File: src/ugs_pkg.sv
// ----------------------------------------------------------------------------
// ugs_pkg
// shared types and constants of the undirected graph store
// ----------------------------------------------------------------------------
package ugs_pkg;

    // table size and id width
    localparam int MAX_VERTICES = 8;
    localparam int ID_BITS      = 16;
    localparam int SLOT_W       = (MAX_VERTICES > 1) ? $clog2(MAX_VERTICES) : 1;

    // command codes
    localparam logic [2:0] MODE_ADD_VERTEX = 3'd0;
    localparam logic [2:0] MODE_ADD_EDGE   = 3'd1;
    localparam logic [2:0] MODE_DEL_EDGE   = 3'd2;
    localparam logic [2:0] MODE_DEL_VERTEX = 3'd3;
    localparam logic [2:0] MODE_FIND_VERTEX = 3'd4;
    localparam logic [2:0] MODE_FIND_EDGE  = 3'd5;

    // status codes
    localparam logic [1:0] ST_OK      = 2'd0;
    localparam logic [1:0] ST_EXISTS  = 2'd1;
    localparam logic [1:0] ST_MISSING = 2'd2;
    localparam logic [1:0] ST_FULL    = 2'd3;

    typedef logic [SLOT_W-1:0]       t_slot;
    typedef logic [ID_BITS-1:0]      t_id;
    typedef logic [MAX_VERTICES-1:0] t_row;

    typedef struct packed {
        logic [2:0]  mode;
        logic [15:0] vertex_a;
        logic [15:0] vertex_b;
    } t_req;

    typedef struct packed {
        logic [1:0] status;
        logic       found;
    } t_rsp;

endpackage

File: src/undirected_graph_store.sv
// a request accepted while idle is scanned one slot per cycle, then loads its result into the
// output register from the execute state, later only while an earlier result is still stalled there
// no new request is taken during the scan and execute states, only once the sequencer is idle
// the result sits in an output register, so a new request is taken while it waits
// reset (synchronous, active low) empties the slot table and clears every adjacency row
// slot ids are not cleared; they are read only for used slots
// ----------------------------------------------------------------------------
// undirected_graph_store
// undirected graph of up to MAX_VERTICES vertices held as a slot table plus a
// symmetric adjacency bit matrix; one shared slot read feeds two id comparators that scan the slots
// ----------------------------------------------------------------------------
module undirected_graph_store (
    input  logic          i_clk,
    input  logic          i_rst_n,
    // request channel
    input  logic          i_req_valid,
    output logic          o_req_stall,
    input  ugs_pkg::t_req i_req,
    // response channel
    output logic          o_rsp_valid,
    input  logic          i_rsp_stall,
    output ugs_pkg::t_rsp o_rsp
);

    // sequencer states, one-hot
    typedef enum logic [2:0] {
        S_IDLE = 3'b001,
        S_SCAN = 3'b010,
        S_EXEC = 3'b100
    } t_state;

    t_state r_state, n_state;

    // slot table and adjacency matrix
    logic [ugs_pkg::MAX_VERTICES-1:0] r_used, n_used;
    ugs_pkg::t_id  r_id  [ugs_pkg::MAX_VERTICES];
    ugs_pkg::t_row r_row [ugs_pkg::MAX_VERTICES];
    ugs_pkg::t_row n_row [ugs_pkg::MAX_VERTICES];

    // captured request and scan results
    ugs_pkg::t_req  r_req;
    ugs_pkg::t_slot r_idx;
    ugs_pkg::t_slot r_sa, r_sb, r_free;
    logic           r_sa_hit, r_sb_hit, r_free_hit;

    // output register
    logic          r_out_valid;
    ugs_pkg::t_rsp r_out, n_out;

    ugs_pkg::t_id w_ida, w_idb;
    logic         w_accept;
    logic         w_commit;
    logic         w_hit_a, w_hit_b;
    logic         w_edge;
    logic         w_id_we;
    logic         w_last;

    assign w_ida = r_req.vertex_a[ugs_pkg::ID_BITS-1:0];
    assign w_idb = r_req.vertex_b[ugs_pkg::ID_BITS-1:0];

    // new request only while the sequencer is idle
    assign o_req_stall = (r_state != S_IDLE);
    assign w_accept    = i_req_valid && !o_req_stall;

    // the shared slot read: current slot compared against both ids
    assign w_hit_a = r_used[r_idx] && (r_id[r_idx] == w_ida);
    assign w_hit_b = r_used[r_idx] && (r_id[r_idx] == w_idb);
    assign w_last  = (r_idx == ugs_pkg::SLOT_W'(ugs_pkg::MAX_VERTICES - 1));

    // commit once the output register is free or being drained
    assign w_commit = (r_state == S_EXEC) && (!r_out_valid || !i_rsp_stall);

    // edge present between the two endpoints (false unless both hit)
    assign w_edge = r_sa_hit && r_sb_hit && r_row[r_sa][r_sb];

    // ------------------------------------------------------------------
    // command execution: state update and response
    // ------------------------------------------------------------------
    always_comb begin
        n_used       = r_used;
        n_row        = r_row;
        w_id_we      = 1'b0;
        n_out.status = ugs_pkg::ST_MISSING;
        n_out.found  = 1'b0;
        unique case (r_req.mode)
            ugs_pkg::MODE_ADD_VERTEX: begin
                if (r_sa_hit) begin
                    n_out.status = ugs_pkg::ST_EXISTS;
                    n_out.found  = 1'b1;
                end else if (r_free_hit) begin
                    // take the lowest free slot with a clean row and column
                    n_used[r_free] = 1'b1;
                    w_id_we        = 1'b1;
                    n_row[r_free]  = '0;
                    for (int i = 0; i < ugs_pkg::MAX_VERTICES; i++) begin
                        n_row[i][r_free] = 1'b0;
                    end
                    n_out.status = ugs_pkg::ST_OK;
                end else begin
                    n_out.status = ugs_pkg::ST_FULL;
                end
            end
            ugs_pkg::MODE_ADD_EDGE: begin
                if (r_sa_hit && r_sb_hit) begin
                    if (w_edge) begin
                        n_out.status = ugs_pkg::ST_EXISTS;
                        n_out.found  = 1'b1;
                    end else begin
                        n_row[r_sa][r_sb] = 1'b1;
                        n_row[r_sb][r_sa] = 1'b1;
                        n_out.status      = ugs_pkg::ST_OK;
                    end
                end
            end
            ugs_pkg::MODE_DEL_EDGE: begin
                if (w_edge) begin
                    n_row[r_sa][r_sb] = 1'b0;
                    n_row[r_sb][r_sa] = 1'b0;
                    n_out.status      = ugs_pkg::ST_OK;
                    n_out.found       = 1'b1;
                end
            end
            ugs_pkg::MODE_DEL_VERTEX: begin
                if (r_sa_hit) begin
                    // drop every edge touching the vertex, then free the slot
                    n_row[r_sa] = '0;
                    for (int i = 0; i < ugs_pkg::MAX_VERTICES; i++) begin
                        n_row[i][r_sa] = 1'b0;
                    end
                    n_used[r_sa] = 1'b0;
                    n_out.status = ugs_pkg::ST_OK;
                    n_out.found  = 1'b1;
                end
            end
            ugs_pkg::MODE_FIND_VERTEX: begin
                if (r_sa_hit) begin
                    n_out.status = ugs_pkg::ST_OK;
                    n_out.found  = 1'b1;
                end
            end
            ugs_pkg::MODE_FIND_EDGE: begin
                if (w_edge) begin
                    n_out.status = ugs_pkg::ST_OK;
                    n_out.found  = 1'b1;
                end
            end
            default: begin
                // undefined modes change nothing and report missing
            end
        endcase
    end

    // ------------------------------------------------------------------
    // sequencer
    // ------------------------------------------------------------------
    always_comb begin
        n_state = r_state;
        unique case (r_state)
            S_IDLE: if (w_accept) n_state = S_SCAN;
            S_SCAN: if (w_last)   n_state = S_EXEC;
            S_EXEC: if (w_commit) n_state = S_IDLE;
            default:              n_state = S_IDLE;
        endcase
    end

    always_ff @(posedge i_clk) begin
        if (!i_rst_n) begin
            r_state <= S_IDLE;
        end else begin
            r_state <= n_state;
        end
    end

    // request capture and slot scan
    always_ff @(posedge i_clk) begin
        if (w_accept) begin
            r_req      <= i_req;
            r_idx      <= '0;
            r_sa_hit   <= 1'b0;
            r_sb_hit   <= 1'b0;
            r_free_hit <= 1'b0;
        end else if (r_state == S_SCAN) begin
            r_idx <= r_idx + 1'b1;
            if (w_hit_a && !r_sa_hit) begin
                r_sa     <= r_idx;
                r_sa_hit <= 1'b1;
            end
            if (w_hit_b && !r_sb_hit) begin
                r_sb     <= r_idx;
                r_sb_hit <= 1'b1;
            end
            // first free slot seen is the lowest one
            if (!r_used[r_idx] && !r_free_hit) begin
                r_free     <= r_idx;
                r_free_hit <= 1'b1;
            end
        end
    end

    // slot table and matrix update
    always_ff @(posedge i_clk) begin
        if (!i_rst_n) begin
            r_used <= '0;
            for (int i = 0; i < ugs_pkg::MAX_VERTICES; i++) begin
                r_row[i] <= '0;
            end
        end else if (w_commit) begin
            r_used <= n_used;
            for (int i = 0; i < ugs_pkg::MAX_VERTICES; i++) begin
                r_row[i] <= n_row[i];
            end
        end
    end

    // ids need no reset: only read for used slots
    always_ff @(posedge i_clk) begin
        if (w_commit && w_id_we) begin
            r_id[r_free] <= w_ida;
        end
    end

    // output register
    always_ff @(posedge i_clk) begin
        if (!i_rst_n) begin
            r_out_valid <= 1'b0;
        end else if (w_commit) begin
            r_out_valid <= 1'b1;
        end else if (!i_rsp_stall) begin
            r_out_valid <= 1'b0;
        end
    end

    always_ff @(posedge i_clk) begin
        if (w_commit) begin
            r_out <= n_out;
        end
    end

    assign o_rsp_valid = r_out_valid;
    assign o_rsp       = r_out;

`ifndef SYNTHESIS
    // an accepted request starts the scan at slot zero
    a_scan_start: assert property (@(posedge i_clk) disable iff (!i_rst_n)
        w_accept |=> (r_state == S_SCAN) && (r_idx == '0))
        else $error("scan did not start at slot zero");

    // a free slot never keeps edges
    a_free_row_empty: assert property (@(posedge i_clk) disable iff (!i_rst_n)
        (r_state == S_SCAN && !r_used[r_idx]) |-> (r_row[r_idx] == '0))
        else $error("free slot holds edges");

    // a new response only comes from the execute step
    a_rsp_from_exec: assert property (@(posedge i_clk) disable iff (!i_rst_n)
        (o_rsp_valid && !$past(o_rsp_valid)) |-> $past(r_state == S_EXEC))
        else $error("response raised outside execute");

    // a full table is never reported together with found
    a_full_not_found: assert property (@(posedge i_clk) disable iff (!i_rst_n)
        (o_rsp_valid && o_rsp.status == ugs_pkg::ST_FULL) |-> !o_rsp.found)
        else $error("table full reported with found");
`endif

endmodule
File: config.mk
export PLATFORM = sky130hd
export DESIGN_NAME = undirected_graph_store
export DESIGN_NICKNAME = d
export VERILOG_FILES = /design/src/ugs_pkg.sv /design/src/undirected_graph_store.sv
export SDC_FILE = /design/constraint.sdc
export NUM_CORES = 1
export LEC_CHECK = 0
export BUFFER_PORTS_ARGS = -buffer_cell sky130_fd_sc_hd__buf_4
export CAP_MARGIN = 25
export CORE_MARGIN = 1.5
export CORE_UTILIZATION = 56
export DETAILED_ROUTE_END_ITERATION = 12
export GPL_ROUTABILITY_DRIVEN = 0
export PLACE_DENSITY_LB_ADDON = 0.05
export SLEW_MARGIN = 15
export SYNTH_ARGS = -nofsm -noshare
export SYNTH_HDL_FRONTEND = slang
export SYNTH_SLANG_ARGS = --single-unit
File: constraint.sdc
create_clock -name i_clk -period 3.25 [get_ports i_clk]
set_input_delay 0.65 -clock i_clk [delete_from_list [all_inputs] [get_ports i_clk]]
set_output_delay 0.65 -clock i_clk [all_outputs]
set_load 0.02 [all_outputs]
**Word-level counts from Yosys, hierarchy flattened**

Memories as Yosys holds them, arrays and structs flattened. A register that Yosys moved wholly into a read port is not among the register bits.
Index checks and enable logic that the tools add are counted.

- Logic and storage cells: 186
- Memory bits (read-only): 0
- Input bits: 39
- Memories kept: 1
- Latch bits: 0
- Register bits after elaboration: 129
- Bits in writable memories: 128
- Output and inout bits: 5

Memory list:

| memory | words | width | rd ports | clocked after Yosys merged registers in | wr ports | line | RTL |
|---|---|---|---|---|---|---|---|
| r_id | 8 | 16 | 1 | 1 | 1 | undirected_graph_store.sv:36 | `ugs_pkg::t_id r_id [ugs_pkg::MAX_VERTICES];` |

- Order comparisons: 13
- Div/mod/pow operators: 0
- Muxes and demuxes: 54
- Multipliers: 0
- Add/subtract/negate cells: 1
- Bitwise operators: 34
- Reduce and logical (&&, ||, !) cells: 38
- Equality and inequality tests: 22
- Shifts and indexed selects: 0

Operators with widths:

| operator | number |
|---|---|
| $mux 64 | 6 |
| $and 64x64->64 | 4 |
| $not 64->64 | 4 |
| $pmux 64 s4 | 1 |
| $and 8x8->8 | 17 |
| $or 64x64->64 | 2 |
| $demux 8 s3 | 4 |
| $mux 8 | 9 |
| $eq 16x16->1 | 2 |
| $bmux 8 s3 | 1 |
| $mux 3 | 8 |
| $ne 2x2->1 const B | 9 |
| $logic_and 1x1->1 | 16 |
| $lt 3x4->1 const B | 4 |
| $not 8->8 | 2 |
| $pmux 8 s2 | 1 |
| $mux 1 | 15 |
| $eq 3x3->1 const B | 4 |
| $ge 4x4->1 const B | 3 |
| $lt 4x1->1 const B | 3 |
| $not 3->4 | 3 |
| $pmux 3 s4 | 1 |
| $reduce_and 3->1 | 4 |
| $demux 1 s3 | 3 |
| 20 further kinds | 36 |

**Depth between registers and ports, before layout**

- Depth in word-level cells: 11
- Mapped depth: 12
- Gate-level depth less buffers: 7

**Worst setup path after synthesis**

OpenSTA, ideal clock, no wires.

- Kind: register to register
- From: register r_state[2]
- To: memory r_id[6][0] in the netlist's numbering (enable)
- Stages on the path, launching flop included: 6
- Setup slack: 0.066 ns
- Setup time: 0.409 ns
- Arrival time: 2.774 ns
- Data required time: 2.841 ns
- Clock period less this slack: 3.184 ns
- Buffers on the path: 0
- Cells stage by stage: dfxtp_1 -> or3b_2 -> a21oi_1 -> nor2b_1 -> nand2_1 -> nor3_1

- Longest elaborated chain between the ends: 5

RTL lines:

| what | line | RTL |
|---|---|---|
| from (decl) | undirected_graph_store.sv:32 | `t_state r_state, n_state;` |
| from (signal assigned) | undirected_graph_store.sv:170 | `r_state <= n_state;` |
| $eq 3x3->1 | undirected_graph_store.sv:71 | `assign w_commit = (r_state == S_EXEC) && (!r_out_valid \|\| !i_rsp_stall);` |
| $logic_and 1x1->1 | undirected_graph_store.sv:71 |  |
| via w_commit | undirected_graph_store.sv:52 | `logic w_commit;` |
| $logic_and 1x1->1 | undirected_graph_store.sv:217 | `if (w_commit && w_id_we) begin` |
| $mux 1 | undirected_graph_store.sv:217 |  |
| $mux 1 (implied by the code) | undirected_graph_store.sv:218 | `r_id[r_free] <= w_ida;` |
| to (decl) | undirected_graph_store.sv:36 |  |

The timed path passes the listed nets, and every way through them passes these cells.

**Final worst setup path**

- From: register r_sa[0]
- To: register r_row[9] in the netlist's numbering

- Longest elaborated chain between the ends: 10
- Elaborated cells between the ends (all ways): 39
- Classes of those cells: order compare (4); eq/ne (2); mux (18); bitwise (11); reduce/logical (4)

RTL lines:

| what | line | RTL |
|---|---|---|
| from (decl) | undirected_graph_store.sv:43 | `ugs_pkg::t_slot r_sa, r_sb, r_free;` |
| from (signal assigned) | undirected_graph_store.sv:185 | `r_sa <= r_idx;` |
| $lt 3x4->1 (implied by the code), or another cell as far along | undirected_graph_store.sv:110, undirected_graph_store.sv:118, undirected_graph_store.sv:128 |  |
| $logic_and 1x1->1 (implied by the code), or another cell as far along | undirected_graph_store.sv:110, undirected_graph_store.sv:118, undirected_graph_store.sv:128 |  |
| $mux 1 (implied by the code) / $logic_and 1x1->1 (equally long branches) | - |  |
| $demux 1 s3, or another cell as far along | undirected_graph_store.sv:110, undirected_graph_store.sv:118, undirected_graph_store.sv:128 |  |
| $mux 8 (implied by the code), or another cell as far along | undirected_graph_store.sv:110, undirected_graph_store.sv:118 |  |
| $demux 8 s3, or another cell as far along | undirected_graph_store.sv:110, undirected_graph_store.sv:118 |  |
| $or 64x64->64 (no source line), or another cell as far along | - |  |
| $mux 64, or another cell as far along | undirected_graph_store.sv:105 | `if (w_edge) begin` |
| $mux 64 (on tied branches) | undirected_graph_store.sv:104, undirected_graph_store.sv:116, undirected_graph_store.sv:124 |  |
| $pmux 64 s4 | undirected_graph_store.sv:85 | `unique case (r_req.mode)` |
| to (signal, indexed assignment) | undirected_graph_store.sv:210 | `r_row[i] <= n_row[i];` |
| to (decl) | undirected_graph_store.sv:37 | `ugs_pkg::t_row r_row [ugs_pkg::MAX_VERTICES];` |

Several ways; a longest one is shown, not always the timed one. The select of a mux whose other input is x is not followed.
A chain may end at the register's enable or synchronous reset.

==> metrics.cfg <==
[critical_path]
timing.critical_path.buf_inv=3
critPathKind=reg2reg
r2r_end=r_row[9]
critPathMostFrequentCell=buf_4
worstPathMaxFanout=12
required_ps=3720
end_kind=register
cp-start-kind=register
critPathTopFamily=compound AO/OA/AOI/OAI gates
cp.arrival_ps=3640
r2r_slack_ps=80
r2r_cells=10
cp_slowest_stage_delay_ps=550
cp_slowest_cell=or4_1
r2r-start=r_sa[0]
crit_chain=buf_4 -> buf_4 -> and2_0 -> a221oi_1 -> o22ai_1 -> a221o_2 -> or4_1 -> buf_4 -> nor3_1 -> o221a_2

[timing]
hold_slack_ps=282
tightest_slew_ps=817
hold_viol=0
maxSlewViolCount=0
min_period_ps=3170
fin_crit_sh_pct=97.4
max_freq_ghz=0.316
setup_viol=0
max_slew_margin_pct=45.5
skew_ps=20.6

[clock_network]
cts_setup_buffers=0
cts_tree=yes
worstSkewPairLatency_ps=540
cts_htree_levels=1
clk_pin_slew_ps=70
cts_hold_buf=0
numClockSinks=260
numCtsBuffers=27
cts_root_buffer=clkbuf_16
cts_buffer_depth=3

[detailed_routing]
wl_mm=36.0
avgRoutedWirePerCell_um=25.8
drtIter0Drc=1683
via_per_inst=6.85
dr.pass1.iters=7
vias=9589
drc=0
antenna_left=0

[final_layout]
multi_input_area_sq_mm=0.00497
fin_nets=1145
drive_above_1_share_pct=22.5
synthToLayoutAreaGrowth_pct=15.9
stdcell_count=1399
final_cell_area_sq_mm=0.0142
fill_cells=1635
num_antenna_cells=0
final_util_pct=66.7
final-seq-area_sq_mm=0.00696

[logic_synthesis]
synth_ff_type=edfxtp_1
ys_types=70
async_flop_share_pct=0
netlist_area_sq_mm=0.0122
synth.avg_cell_area_sq_um=11.9
ys_seq_area_share_pct=56.9
synth_edf_count=175
syn_inst=1027
syn_nets=1068
synth_warnings=0
ys_ff_latch=260

[placed_design]
dp_hpwl_mm=24.8
place_area_sq_mm=0.0132
placed_cells=1349
port_buffers=43

[grt]
grt-ovfl-total=0
gr-usage-all-layers_pct=32.5
grt_pass1_wl_mm=54.2
antenna_found_initial=0
grt_max_degree=43
grt_pass1_vias=8894

[min_path]
worstHoldEndpoint=r_req[32]
whs_path_depth=1
hold_class=in2reg
holdCritStartpoint=i_req[32]

[power]
leakagePower_uw=0.00465
p_total_uw=7150
vdd_drop_max_uv=468
power.density_mw_per_mm2=505

[floorplanning]
pin_count=44
core_sq_mm=0.0212
num_rows=53
die_h_um=151
die-area_sq_mm=0.0227
start_util_pct=57.6
die_x_um=151

[run]
drv_cap=0

[status]
status=finished, final reports clean

[sequential cells by signal, indices dropped and copies added (netlist names), 3 cells and up, named ones only]
name     cells
o_rsp        3
r_free       3
r_id       128
r_idx        3
r_req        3
r_row       64
r_sa         3
r_sb         3
r_state      3
r_used       8
w_ida       16
w_idb       16
[worst max path at each step]
| stage | from | endpoint | cells past startpoint |
|---|---|---|---|
| global route | register | r_sb[2] | 8 |
| finish | r_sa[0] | r_row[9] | 10 |
| global placement | register | r_sa[1] | 8 |
| detailed placement | register | r_sa[0] | 8 |
| CTS | register | r_sa[2] | 8 |
| floorplan | r_state[2] | r_id[6][0] | 5 |
[what timing repair did]
item,CTS,global route
hold endpoints to repair,0,0
gates resized for setup,0,9
endpoints found under the setup margin,0,12
[layer usage]
layer	routed length (um)	vias up	track usage (%)
met5	0	-	0
met4	1130	0	8.16
met3	4660	133	9.67
met2	14700	648	44.6
met1	15600	4638	50.1
li1	-	4170	-
[placed cells by master (no fill, tap or decap), types with 11 or more instances in the layout]
cell type	Yosys	final
o22ai_1	28	28
a221oi_1	21	21
nand3_1	18	18
a22oi_1	20	20
a21oi_1	46	46
buf_4	2	115
xnor2_1	33	33
nor2b_1	14	12
nor3_1	44	41
edfxtp_1	175	175
mux4_2	36	36
o221a_2	23	23
clkinv_1	3	11
a211oi_1	12	12
o21ai_0	62	62
clkbuf_16	0	27
dfxtp_1	85	84
nand2_1	92	92
nor2_1	74	67
mux2i_1	30	30
[area by class of cell]
class	count	area share, %
sequential	260	49.1
multi-input combinational	685	35.1
timing repair buffer	120	6.80
clock buffer	31	4.88
tap	275	2.43
clock inverter	18	1.40
inverter	10	0.265
[power breakdown]
part | switching [uW] | internal [uW]
clock | 1270 | 1840
sequential | 61.6 | 3580
combinational | 234 | 160
total | 1570 | 5580
[through the flow]
stage | setup TNS (ps) | worst slack [ps]
global placement | 0 | 49.0
finish | 0 | 83.0
global route | -42.9 | -14.1
CTS | 0 | 24.1
detailed placement | 0 | 52.3
floorplan | 0 | 66.4
[cells by family (layout without fill, tap and decap cells)]
group | Yosys count | in the layout | synth area share (%)
AND/OR/NAND/NOR | 299 | 299 | 11.7
AO/OA/AOI/OAI | 278 | 278 | 16.2
flip-flops | 260 | 260 | 56.9
buffers and inverters | 82 | 179 | 2.93
multiplexers | 70 | 70 | 9.46
XOR/XNOR | 36 | 36 | 2.58
adder cells (fa/ha/maj) | 2 | 2 | 0.205
[synthesized netlist by cell type, types with 28 or more instances]
cell      count  share of area, %
o21ai_0      62               2.5
mux4_2       36               6.6
a21oi_1      46               1.9
edfxtp_1    175                43
mux2i_1      30               2.5
dfxtp_1      85                14
xnor2_1      33               2.4
nor3_1       44               1.8
o22ai_1      28               1.4
clkbuf_1     49               1.5
nand2_1      92               2.8
nor2_1       74               2.3
(Power assumes the default switching activity.)
